### src/rtl/sbct_pkg.sv
`timescale 1ns / 1ps
`default_nettype none
package sbct_pkg;

    localparam int COORD_BITS_DEF     = 20;
    localparam int TIME_FRAC_BITS_DEF = 16;

    // per-lane sideband for one axis time
    typedef struct packed {
        logic neg;  // quotient is negative
        logic vz;   // velocity zero on this axis
        logic hi;   // exit lane (forces +2.0 on zero velocity)
    } lane_ctl_t;

    localparam logic signed [1:0] NORM_POS  = 2'sb01;
    localparam logic signed [1:0] NORM_NEG  = 2'sb11;
    localparam logic signed [1:0] NORM_ZERO = 2'sb00;

endpackage
`default_nettype wire

### src/rtl/sbct_resolve.sv
`timescale 1ns / 1ps
`default_nettype none
module sbct_resolve import sbct_pkg::*; #(
    parameter int TIME_FRAC_BITS = TIME_FRAC_BITS_DEF
) (
    input  wire                               aclk,
    input  wire                               en,
    input  wire signed [TIME_FRAC_BITS+2:0]   tx_in,
    input  wire signed [TIME_FRAC_BITS+2:0]   tx_out,
    input  wire signed [TIME_FRAC_BITS+2:0]   ty_in,
    input  wire signed [TIME_FRAC_BITS+2:0]   ty_out,
    input  wire                               dx_in_neg,
    input  wire                               dy_in_neg,
    output logic [TIME_FRAC_BITS:0]           time_reg,
    output logic signed [1:0]                 nx_reg,
    output logic signed [1:0]                 ny_reg
);

    localparam int F  = TIME_FRAC_BITS;
    localparam int TW = F + 3;
    localparam logic signed [TW-1:0] ONE = TW'(1) << F;

    logic signed [TW-1:0] t_in, t_out;
    logic                 x_first, miss;
    logic [F:0]           time_next;
    logic signed [1:0]    nx_next, ny_next;

    always_comb begin
        x_first = (tx_in > ty_in);
        t_in    = x_first ? tx_in : ty_in;
        t_out   = (tx_out < ty_out) ? tx_out : ty_out;
        miss    = (t_in > t_out) || (tx_in[TW-1] && ty_in[TW-1]) ||
                  (tx_in > ONE) || (ty_in > ONE);
        nx_next = NORM_ZERO;
        ny_next = NORM_ZERO;
        if (miss) begin
            time_next = ONE[F:0];
        end else begin
            time_next = t_in[F:0];
            if (x_first) begin
                nx_next = dx_in_neg ? NORM_POS : NORM_NEG;
            end else begin
                ny_next = dy_in_neg ? NORM_POS : NORM_NEG;
            end
        end
    end

    always_ff @(posedge aclk) begin
        if (en) begin
            time_reg <= time_next;
            nx_reg   <= nx_next;
            ny_reg   <= ny_next;
        end
    end

endmodule
`default_nettype wire

### config.mk
export PLATFORM = sky130hd
export DESIGN_NAME = sbct_resolve
export DESIGN_NICKNAME = d
export VERILOG_FILES = /design/src/rtl/sbct_pkg.sv /design/src/rtl/sbct_resolve.sv
export SDC_FILE = /design/constraint.sdc
export NUM_CORES = 1
export LEC_CHECK = 0
export BUFFER_PORTS_ARGS = -buffer_cell sky130_fd_sc_hd__buf_4
export CORE_MARGIN = 10
export CORE_UTILIZATION = 49
export DETAILED_ROUTE_END_ITERATION = 16
export GPL_TIMING_DRIVEN = 1
export PLACE_DENSITY = 0.88
export SLEW_MARGIN = 20
export SYNTH_ARGS = -nofsm -noshare
export SYNTH_HDL_FRONTEND = slang
export SYNTH_SLANG_ARGS = --single-unit
### constraint.sdc
create_clock -name aclk -period 9.4 [get_ports aclk]
set_clock_uncertainty 0.15 [all_clocks]
set_input_delay 0.94 -clock aclk [delete_from_list [all_inputs] [get_ports aclk]]
set_output_delay 0.94 -clock aclk [all_outputs]
set_load 0.02 [all_outputs]
# After elaboration in Yosys (flattened, before gate mapping)
# Index checks and enable logic that the tools add are counted.
# totals
ff_bits	21
latchBits	0
mem_bits_rw	0
mem_bits_ro	0
out_inout_bits	21
n_memories	0
# op_classes
n_addsub	0
n_mul	0
div_mod_pow	0
n_lt_le_gt_ge	5
eq_ne	0
n_shift	0
n_mux	4
n_bitwise	1
n_reduce_logical	6
# ops
op	count
> comparator 19 x 18 -> 1 bit, second input constant	2
> comparator 19 bit	2
2-to-1 mux 19 bit	2
< comparator 19 bit	1
2-to-1 mux 2 bit	2
OR reduction 2 bit	2
logical OR 1 bit	3
logical AND 1 bit	1
NOT 1 bit	1

# Logic depth before layout (Yosys ltp)
# depth
ltp_word	7
depth_mapped	18

# Least setup slack after synthesis
# Ideal clock, no wire load.
# synth_path
kind	input port to flip-flop
start	input ty_out[16]
end	register time_reg[16], data pin
setup_ns	0.259
arrival_ns	4.176
t_required_ns	8.991
setup_slack_ns	4.815
cell_stages	17
n_path_buf	2
cell_sequence	inv_1 > ha_1 > a21o_1 > a211oi_1 > nand3b_1 > a221oi_1 > a222oi_1 > buf_4 > buf_4 > mux2i_1 > ha_1 > a21o_1 > a211o_1 > a2111oi_2 > o21ai_1 > a211o_1 > a211o_1
# synth_via
elab_chain_cells	6
# synth_lines
item	line	source
start, declared	sbct_resolve.sv:11	input wire signed [TIME_FRAC_BITS+2:0] ty_out,
< comparator 19 bit	sbct_resolve.sv:31	t_out = (tx_out < ty_out) ? tx_out : ty_out;
2-to-1 mux 19 bit *	sbct_resolve.sv:31	
> comparator 19 bit *	sbct_resolve.sv:32	miss = (t_in > t_out) || (tx_in[TW-1] && ty_in[TW-1]) ||
logical OR 1 bit * (2 in series)	sbct_resolve.sv:32	
logical OR 1 bit *	sbct_resolve.sv:33	(tx_in > ONE) || (ty_in > ONE);
end signal, assigned	sbct_resolve.sv:50	time_reg <= time_next;
end, declared	sbct_resolve.sv:14	output logic [TIME_FRAC_BITS:0] time_reg,
# Mark *: on every way between the ends. The rest lies on a longest branch, timed or not.
# A chain may end at the register's enable or synchronous reset.

# Worst setup path after layout
# layout_path
start	input ty_in[18]
end	register time_reg[16], data pin
# layout_via
elab_chain_cells	6
elab_cells_between_ends	8
classes_between	order compare: 3; mux: 1; reduce/logical: 4
# layout_lines
item	line	source
start, declared	sbct_resolve.sv:10	input wire signed [TIME_FRAC_BITS+2:0] ty_in,
> comparator 19 bit	sbct_resolve.sv:29	x_first = (tx_in > ty_in);
2-to-1 mux 19 bit	sbct_resolve.sv:30	t_in = x_first ? tx_in : ty_in;
> comparator 19 bit	sbct_resolve.sv:32	
logical OR 1 bit (2 in series)	sbct_resolve.sv:32	
logical OR 1 bit	sbct_resolve.sv:33	
# Parallel ways exist; a longest one is shown, timed or not.

==> run summary <==
status - finished clean
Die Ht - 95.9 µm
crit-path cells - buf_4, inv_1, ha_1, and4_1, nand2_1, o211a_1, o21ai_2, nor2_1, mux2_2, ha_1, o211ai_1, nor2_1, a2111oi_2, o21ai_1, a211o_1, a211o_1
Buf/Inv on CP - 2
design area - 0.00365 mm²
Synth cell types - 41
Setup TNS - 0 ns
final hold violations - 0
worst min path class - in -> reg
dpl cell area - 0.00360 mm²
Worst setup SP type - input port
dpl hpwl - 7.44 mm
WHS - 0.819 ns
Design Power - 0.388 mW
fill count - 451
Primary FF master, synth - edfxtp_1
Synth Warn # - 0
CTS tree - built
min Tclk post-route - 5.57 ns
post-synthesis async set-or-reset flop share - 0%
CP arrival - 5.43 ns
cell taking the most area after synthesis - ha_1
slowest cell delay on critical path - 0.83 ns
Area Growth Syn to Fin - 29.5%
Post-Route M1 WL - 3.10 mm
worst hold path endpoint - nx_reg[1]
global placer's final weighted congestion - 0.954
synth top area cells - ha_1, edfxtp_1, mux2i_1
crit-path max FO - 34
part of the Yosys area used for sequential elements - 22.4%
antenna viol nets, final - 0
Slew @ Worst Pin - 1.07 ns
DRC viols - 0
unrepaired setup endpoints after global routing - no
Critical Path Sink Type - flop
post-CTS sizing - 0
leakage power - 1.88 nW
Cells after Synth - 320
crit path max-delay cell type - o21ai_2
total clock buffers created by CTS - 3
GRT Util Overall - 18.5%
die span in x - 95.9 µm
PwrDens - 106 mW/mm²
IO Port Bufs - 100
CTS Hold Bufs - 0
Tcrit/Tclk final - 59.3%
Met2 Routed Length - 4.51 mm
type of the worst setup path - in -> reg
# nets final - 553
fin cells - 487
initial antenna violation count - 0
drt wl/cell - 18.0 µm
standard-cell row count - 27
core area - 0.00554 mm²
I/O pins - 101
syn_nets - 457
max cap viols - 0
Setup Buffers After CTS - 0
Starting Density - 50.9%
Relative slew margins - 28.9%
Worst IR Drop VDD - 0.0000657 V
top sig layer - met4
Root Driver - clkbuf_8
vias per inst - 6.05
Largest register FFs - 17
Yosys top cell area share - 25.3%
number of synthesized flops with an enable pin - 21
Crit path required time - 9.26 ns
Max Clock Freq - 180 MHz
Mapped Area - 0.00282 mm²
diode count - 0
1st-iter DRT viols - 249
share of layout cells above drive strength 1 - 28.0%
met3 WL - 828 µm
final setup vio count - 0
pin count of the biggest net entering global routing - 37
hold path depth - 2
Placed Cells - 483
Congestion Overflow GR - 0
first-pass GRT wire length - 13.6 mm
vias in the first global route - 2925
Die ar. - 0.00919 mm²
Reg clk slew, reported paths - 0.07 ns
syn avg cell area - 8.81 µm²
Clock Sinks - 21
Initial DRT Pass Iterations - 6
hold_sp - dx_in_neg
via count - 2944
H-tree depth - 1
Max clock buf depth - 2
multi-input logic area - 0.00198 mm²
Post-Route WL - 8.74 mm
Top delay family on crit path - compound AO/OA/AOI/OAI gates
register area - 631 µm²
Final Max Slew Viols - 0
Yosys reg bits - 21
## cell families (layout without fill, tap and decap cells)
logic type | count (synthesis) | count (layout) | synth area share [%]
DFF | 21 | 21 | 22.4
buffers and inverters | 48 | 143 | 7.32
muxes | 21 | 21 | 7.59
AOI/OAI and AO/OA | 84 | 84 | 18.5
and+or+nand+nor | 89 | 89 | 18.9
adders and majority gates | 57 | 57 | 25.3
## cells in the final DEF (no fill, tap or decap), types with 5 or more instances in the layout
cell type,count
nor2_1,10
mux2i_1,18
a21o_1,8
or3b_1,13
nand2_1,23
edfxtp_1,21
and4_1,5
nand4_1,11
a21oi_1,32
o21ai_0,22
ha_1,57
inv_1,38
nor4_1,11
buf_4,101
## layout make-up
class / count / area share, %
Clock inverter: 1 / 0.137
Inverter: 38 / 3.91
Multi-Input combinational cell: 251 / 54.3
Timing Repair Buffer: 101 / 20.8
Tap cell: 72 / 2.47
Sequential cell: 21 / 17.3
Clock buffer: 3 / 1.13
## synthesized netlist by cell type, types with 3 or more instances
cell type,number
and4_1,5
nand3b_1,3
edfxtp_1,21
nand4_1,11
ha_1,57
a21oi_1,32
buf_2,3
mux2i_1,18
nor2_1,10
or3b_1,13
mux2_2,3
inv_1,38
a21o_1,8
a211oi_1,3
a211o_1,3
nor4_1,11
o21ai_0,22
nand2_1,23
clkbuf_1,3
## report_power, final
part	total, mW	switching [mW]	internal [mW]
combinational	0.215	0.119	0.0962
sequential	0.115	0.00226	0.113
clock	0.0577	0.0282	0.0295
total	0.388	0.149	0.239
## stage by stage
stage,setup WS [ns],utilization (%)
2_1_floorplan,4.81,-
3_3_place_gp,3.93,65.0
3_5_place_dp,3.71,65.0
4_1_cts,3.98,65.9
5_1_grt,3.58,65.9
6_report,3.83,65.9
## layer usage
| layer | track usage, % | vias to the layer above |
|---|---|---|
| li1 | - | 1392 |
| met1 | 20.0 | 1361 |
| met2 | 34.4 | 161 |
| met3 | 3.58 | 30 |
| met4 | 7.37 | 0 |
| met5 | 0 | - |
## worst max path at each step
stage	depth (start not counted)	endpoint	start
finish	16	time_reg[16]	ty_in[18]
global route	16	time_reg[16]	ty_in[18]
CTS	16	time_reg[16]	ty_in[18]
detailed placement	16	time_reg[16]	ty_in[18]
global placement	16	time_reg[16]	ty_in[18]
floorplan	17	time_reg[16]	ty_out[16]
Power figures use the tool's default switching activity.
