File: config.mk
export PLATFORM = sky130hd
export DESIGN_NAME = sbct_div_lane
export DESIGN_NICKNAME = d
export VERILOG_FILES = /design/src/rtl/sbct_pkg.sv /design/src/rtl/sbct_div_lane.sv
export SDC_FILE = /design/constraint.sdc
export NUM_CORES = 2
export LEC_CHECK = 0
export BUFFER_PORTS_ARGS = -buffer_cell sky130_fd_sc_hd__buf_2
export CAP_MARGIN = 10
export CORE_MARGIN = 5
export CORE_UTILIZATION = 30
export CTS_CLUSTER_SIZE = 28
export DETAILED_ROUTE_END_ITERATION = 8
export PLACE_DENSITY = 0.43
export SLEW_MARGIN = 15
export SYNTH_ARGS = -nofsm -noshare
export SYNTH_HDL_FRONTEND = slang
export SYNTH_SLANG_ARGS = --single-unit
File: constraint.sdc
create_clock -name aclk -period 5.6 [get_ports aclk]
set_input_delay 0.84 -clock aclk [delete_from_list [all_inputs] [get_ports aclk]]
set_output_delay 0.84 -clock aclk [all_outputs]
set_load 0.05 [all_outputs]
File: src/rtl/sbct_pkg.sv
`timescale 1ns / 1ps
`default_nettype none
package sbct_pkg;

    localparam int COORD_BITS_DEF     = 20;
    localparam int TIME_FRAC_BITS_DEF = 16;

    // per-lane sideband for one axis time
    typedef struct packed {
        logic neg;  // quotient is negative
        logic vz;   // velocity zero on this axis
        logic hi;   // exit lane (forces +2.0 on zero velocity)
    } lane_ctl_t;

    localparam logic signed [1:0] NORM_POS  = 2'sb01;
    localparam logic signed [1:0] NORM_NEG  = 2'sb11;
    localparam logic signed [1:0] NORM_ZERO = 2'sb00;

endpackage
`default_nettype wire

File: src/rtl/sbct_div_lane.sv
`timescale 1ns / 1ps
`default_nettype none
module sbct_div_lane import sbct_pkg::*; #(
    parameter int COORD_BITS     = COORD_BITS_DEF,
    parameter int TIME_FRAC_BITS = TIME_FRAC_BITS_DEF
) (
    input  wire                               aclk,
    input  wire                               en,
    input  wire [COORD_BITS-1:0]              n,
    input  wire [COORD_BITS-1:0]              d,
    input  lane_ctl_t                         ctl,
    output logic signed [TIME_FRAC_BITS+2:0]  t_reg
);

    localparam int CB    = COORD_BITS;
    localparam int F     = TIME_FRAC_BITS;
    localparam int STEPS = F + 2;
    localparam int PW    = CB + 2;
    localparam int QW    = F + 2;
    localparam int TW    = F + 3;
    localparam logic [QW-1:0] SAT = QW'(1) << (F + 1);

    logic [PW-1:0]   p_reg   [STEPS];
    logic [QW-1:0]   q_reg   [STEPS];
    logic [CB-1:0]   d_reg   [STEPS];
    lane_ctl_t       ctl_reg [STEPS];
    logic            ovf_reg [STEPS];

    // one quotient bit per stage, remainder kept scaled by four
    for (genvar k = 0; k < STEPS; k++) begin : g_step
        logic [PW-1:0] p_in, p2, d4;
        logic [QW-1:0] q_in;
        logic [CB-1:0] d_in;
        lane_ctl_t     c_in;
        logic          ovf_in, ge;

        if (k == 0) begin : g_first
            assign p_in   = PW'(n);
            assign q_in   = '0;
            assign d_in   = d;
            assign c_in   = ctl;
            assign ovf_in = (PW'(n) >= {d, 2'b00});
        end else begin : g_rest
            assign p_in   = p_reg[k-1];
            assign q_in   = q_reg[k-1];
            assign d_in   = d_reg[k-1];
            assign c_in   = ctl_reg[k-1];
            assign ovf_in = ovf_reg[k-1];
        end

        assign p2 = {p_in[PW-2:0], 1'b0};
        assign d4 = {d_in, 2'b00};
        assign ge = (p2 >= d4);

        always_ff @(posedge aclk) begin
            if (en) begin
                p_reg[k]   <= ge ? p2 - d4 : p2;
                q_reg[k]   <= {q_in[QW-2:0], ge};
                d_reg[k]   <= d_in;
                ctl_reg[k] <= c_in;
                ovf_reg[k] <= ovf_in;
            end
        end
    end

    logic [QW:0]          m;
    logic [QW-1:0]        mag;
    logic signed [TW-1:0] t_next;
    lane_ctl_t            cl;

    always_comb begin
        cl = ctl_reg[STEPS-1];
        // floor on a negative quotient with a remainder rounds away from zero
        m   = {1'b0, q_reg[STEPS-1]} +
              (QW+1)'(cl.neg && (p_reg[STEPS-1] != '0));
        mag = (ovf_reg[STEPS-1] || (m > {1'b0, SAT})) ? SAT : m[QW-1:0];
        if (cl.vz) begin
            t_next = cl.hi ? $signed({1'b0, SAT}) : -$signed({1'b0, SAT});
        end else begin
            t_next = cl.neg ? -$signed({1'b0, mag}) : $signed({1'b0, mag});
        end
    end

    always_ff @(posedge aclk) begin
        if (en) begin
            t_reg <= t_next;
        end
    end

endmodule
`default_nettype wire

Word level (Yosys, flattened, before mapping) --
Memory sizes are Yosys's and may differ from the RTL's. Cells that the tools add are included.
Storage, ports and cells: register bits after elaboration 19, latch bits 0, bits in writable memories 1152, bits in read-only memories 0, bits of input ports 45, output and inout port bits 19, word-level logic and storage cells 73, memories kept 5
Operators by class: $add $sub $neg 20, multipliers 0, divide/modulo/power cells 0, $lt $le $gt $ge 20, equality and inequality tests 0, shift-type cells 0, mux-type cells 24, bitwise operators 0, reduce and logical (&&, ||, !) cells 3
Memories:
- p_reg | words 18, width 22, read ports 18, clocked after memory_dff 0, write ports 18, line sbct_div_lane.sv:23 | logic [PW-1:0] p_reg [STEPS];
- d_reg | words 18, width 20, read ports 17, clocked after memory_dff 0, write ports 18, line sbct_div_lane.sv:25 | logic [CB-1:0] d_reg [STEPS];
- q_reg | words 18, width 18, read ports 18, clocked after memory_dff 0, write ports 18, line sbct_div_lane.sv:24 | logic [QW-1:0] q_reg [STEPS];
- ctl_reg | words 18, width 3, read ports 18, clocked after memory_dff 0, write ports 18, line sbct_div_lane.sv:26 | lane_ctl_t ctl_reg [STEPS];
- ovf_reg | words 18, width 1, read ports 18, clocked after memory_dff 0, write ports 18, line sbct_div_lane.sv:27 | logic ovf_reg [STEPS];
Operator list (count):
- two-way mux 22 bit | 18
- >= comparator 22 bit | 17
- subtractor 22 bit | 17
- two-way mux 19 bit | 3
- >= comparator 20 x 22 -> 1 bit | 1
- >= comparator 21 x 22 -> 1 bit | 1
- nonzero test 22 bit | 1
- subtractor 21 x 22 -> 22 bit | 1
- adder 18 x 1 -> 19 bit | 1
- greater-than comparator 19 x 18 -> 1 bit (second input constant) | 1
- negator 18 -> 19 bit | 1
- two-way mux 18 bit | 1
- two-way mux 1 bit | 2
- logical AND 1 bit | 1
- logical OR 1 bit | 1

Depth between registers and ports, before layout --
An unclocked memory read counts as a cell.
word-level depth 10, mapped depth 19, depth with buffers taken out 18

Worst setup path before layout --
OpenSTA, ideal clock, no wires.
kind register to register, start memory ctl_reg[17][2] (netlist name), end register t_reg[16], data pin, library setup time 267 ps, arrival 3909 ps, data required time 5333 ps, path slack 1424 ps, stages on the path, launching flop included 18, buffers on the path 2, period minus slack after synthesis 4176 ps, path through edfxtp_1 > clkbuf_1 > o21a_1 > ha_1 > ha_1 > buf_1 > and4_1 > xor2_1 > a21oi_1 > a41oi_2 > nand2b_1 > ha_1 > nand4b_1 > nor3b_1 > nand3_1 > o21ai_0 > mux2i_1 > nor2_1
RTL lines:
- start: declaration | line sbct_div_lane.sv:26
- end signal: assignment | line sbct_div_lane.sv:86 | t_reg <= t_next;
- end: declaration | line sbct_div_lane.sv:12 | output logic signed [TIME_FRAC_BITS+2:0] t_reg

==> reports/qor.log <==
INFO  placement      io_buffer_count=63
INFO  cts            cts.sinks=946
INFO  final_layout   finish.net_count=4791
INFO  yosys          netlist_top_cells_area=sky130_fd_sc_hd__edfxtp_1, sky130_fd_sc_hd__ha_1, sky130_fd_sc_hd__mux2_2
INFO  drt            dr.first_iter.drc_count=1851
INFO  grt            antenna_violations_before_repair=3
INFO  yosys          synth_seq_cells=946
INFO  yosys          yosysTopAreaCellShare=56.0%
INFO  worst_setup_path setup.worst_path.start=p_reg[17][18]$_DFFE_PP_
INFO  yosys          yosys.area_share.xor_xnor=5.06%
INFO  run            drv.max_cap_violation_count=0
INFO  final_layout   post_route_cells_drive_above_1_share=11.1%
INFO  yosys          mappedNetlistArea=50800um2
INFO  yosys          async_reset_ff_share=0%
INFO  sta            final_count_of_pins_violating_max_slew=0
INFO  yosys          multiplexer_area_fraction_after_synthesis=4.35%
INFO  cts            cts_repair_resized_insts=0
INFO  yosys          synth-edff-count=946
INFO  pwr            power.static_leakage=22.8nW
INFO  final_layout   largest_register_ffs=344
INFO  placement      numPlacedInstances=6451
INFO  yosys          ys_seq_area_share=56.0%
INFO  drt            route.detailed.vias_per_inst=4.71
INFO  drt            number_of_vias_after_detailed_routing=31400
INFO  worst_hold_path hold_start=ctl[1]
INFO  worst_setup_path setup.worst_path.end_class=flip-flop
INFO  final_layout   final-instance-count-excl-fill=6663
INFO  floorplan      floorplan.die_area=178000um2
INFO  cts            cts_buffers=113
INFO  worst_setup_path critical-path-slowest-cell=sky130_fd_sc_hd__a41oi_2
INFO  floorplan      die_y=421um
INFO  pwr            power.total=30.1mW
INFO  cts            cts.reportedPaths.clkPinSlew=0.06ns
INFO  drt            wirelength=114000um
INFO  worst_setup_path crit_path_max_cell_delay=0.42ns
INFO  grt            first_global_vias=31200
INFO  worst_setup_path critPathArrivalTime=5.46ns
INFO  grt            grt_overflow=0
INFO  cts            cts.repair_timing.setup_buffer_count=0
INFO  final_layout   layout.cell_area.non_filler=57800um2
INFO  grt            first_pass_grt_wire_length=179000um
INFO  yosys          synth_top_flop_cell=sky130_fd_sc_hd__edfxtp_1
INFO  floorplan      coreArea=169000um2
INFO  sta            final_skew=0.0448ns
INFO  yosys          synth_top_family_by_area=compound AO/OA/AOI/OAI gates
INFO  worst_setup_path timing.critical_path.required=6.08ns
INFO  sta            setup_viol=0
INFO  sta            max_freq=201MHz
INFO  floorplan      ioPinCount=64
INFO  cts            cts.htree.levels=3
INFO  worst_setup_path crit_chain=nor4_1 -> nand3_1 -> o21a_1 -> ha_1 -> ha_1 -> and4_1 -> xor2_1 -> a21oi_1 -> a41oi_2 -> nand2b_1 -> ha_1 -> nand4b_1 -> nor3b_1 -> nand3_1 -> o21ai_0 -> mux2i_1 -> nor2_1
INFO  placement      detailed_place_hpwl=85800um
INFO  final_layout   area_growth=13.8%
INFO  yosys          synth_cell_type_count=85
INFO  pwr            power.ir.vdd_worst=0.290mV
INFO  worst_setup_path path_buf_inv=0
INFO  yosys          list_of_most_frequent_post_synthesis_cells=sky130_fd_sc_hd__edfxtp_1, sky130_fd_sc_hd__inv_1, sky130_fd_sc_hd__ha_1, sky130_fd_sc_hd__a21oi_1, sky130_fd_sc_hd__o21ai_0
INFO  cts            cts-root-buf=sky130_fd_sc_hd__clkbuf_16
INFO  worst_hold_path worstHoldPathType=in -> reg
INFO  placement      placed_cell_area=53900um2
INFO  yosys          post_synthesis_compound_gate_area_fraction=12.2%
INFO  worst_setup_path timing.setup.critical_path_class=reg -> reg
INFO  floorplan      dieWidth=421um
INFO  worst_setup_path cpLargestDelayFamily=simple AND/OR/NAND/NOR gates
INFO  yosys          synth_adder_area_share=10.1%
INFO  yosys          total_of_warnings_raised_by_yosys=0
INFO  drt            drt-wirelength-per-cell=17.1um
INFO  yosys          syn-num-nets=4653
INFO  floorplan      initial_core_util=30.1%
INFO  yosys          yosysMostFrequentCell=sky130_fd_sc_hd__edfxtp_1
INFO  yosys          post_synth.cell_area_avg=12.1um2
INFO  drt            detail-route-antenna-nets=0
INFO  sta            total_neg_setup_slack=0ns
INFO  sta            finalWorstPathRequiredPeriod=4.98ns
INFO  sta            worstMarginPinSlew=1.10ns
INFO  worst_setup_path timing.critical_path.from_type=flip-flop
INFO  outcome        run_status=complete, no violations
INFO  placement      gp_congestion=0.825
INFO  floorplan      fp-row-count=151
INFO  yosys          syn-instance-count=4210
INFO  worst_setup_path timing.critical_path.mode_cell=sky130_fd_sc_hd__ha_1
INFO  worst_setup_path critical_path.reg2reg.startpoint=p_reg[17][18]$_DFFE_PP_
INFO  cts            hold_buffer_count_at_cts=0
INFO  grt            grt_max_degree=134
INFO  cts            clockBufferDepth=3
INFO  drt            detail_route.first_pass.iterations=5
INFO  worst_setup_path max_fanout_on_critical_path=13
INFO  sta            finalHoldViolCount=0
INFO  pwr            pwr_density_cell=522nW/um2
INFO  sta            period_share=88.9%
INFO  drt            remaining_drc_errors=0
INFO  cts            tritoncts=done
INFO  grt            gr-usage-all-layers=12.6%
INFO  sta            rsz_0062_raised_after_global_routing=no
INFO  cts            insertion_delay=0.74ns
INFO  yosys          yosysTopAreaCell=sky130_fd_sc_hd__edfxtp_1
INFO  sta            worst_slew_margin_rel=26.5%
INFO  yosys          synth_simple_gate_area_share=8.39%
per-stage QoR:
stage | util, % | hold WS (ns) | setup slack, ns
global route | 34.2 | 0.230 | 0.0454
CTS | 34.2 | 0.195 | 0.562
global placement | 31.9 | 0.401 | 0.515
floorplan | - | 0.400 | 1.42
detailed placement | 31.9 | 0.405 | 0.571
finish | 34.2 | 0.288 | 0.620
final timing paths:
kind	slack, ns	cells after the start	to
min reg2reg	0.40	0	q_reg[15][4]$_DFFE_PP_
max reg2reg	0.62	17	t_reg[16]$_SDFFCE_PP0P_
min	0.29	1	ctl_reg[0][1]$_DFFE_PP_
max	0.62	17	t_reg[16]$_SDFFCE_PP0P_
per-layer routing:
layer / track usage [%] / share of wire [%] / wire length, um
met1: 17.1 / 47 / 53800
met2: 21.1 / 47 / 54000
met3: 1.88 / 3.4 / 3870
met4: 3.65 / 2.2 / 2520
met5: 0 / 0 / 0
cell type report:
class / count / area, um2
Multi-Input combinational cell: 2737 / 20300
Fill cell: 16900 / 111000
Clock buffer: 132 / 2900
Sequential cell: 946 / 28400
Tap cell: 2218 / 2780
Antenna cell: 1 / 2.50
Clock inverter: 79 / 960
Inverter: 450 / 1690
Timing Repair Buffer: 100 / 678
report_power, final:
| part | internal (mW) | switching [mW] |
|---|---|---|
| clock | 4.50 | 3.06 |
| sequential | 10.0 | 1.00 |
| combinational | 5.27 | 6.28 |
| total | 19.8 | 10.3 |
cell families (layout without fill, tap and decap cells):
group / count (synthesis) / in the layout
buf+inv: 527 / 761
flops: 946 / 946
xor+xnor: 293 / 293
mux: 192 / 192
simple gates: 874 / 874
fa+ha+maj: 398 / 398
compound gates: 980 / 980
other cells: 0 / 1
cell usage in the layout (no fill, tap or decap), drive strengths merged, types with 100 or more instances in the layout:
cell type / n
clkbuf: 132
buf: 100
ha: 380
xnor2: 198
a21oi: 291
inv: 452
nand2: 241
mux2: 176
o21ai: 263
nor2: 225
edfxtp: 946
Note: power is estimated with default switching activity, not from simulation.
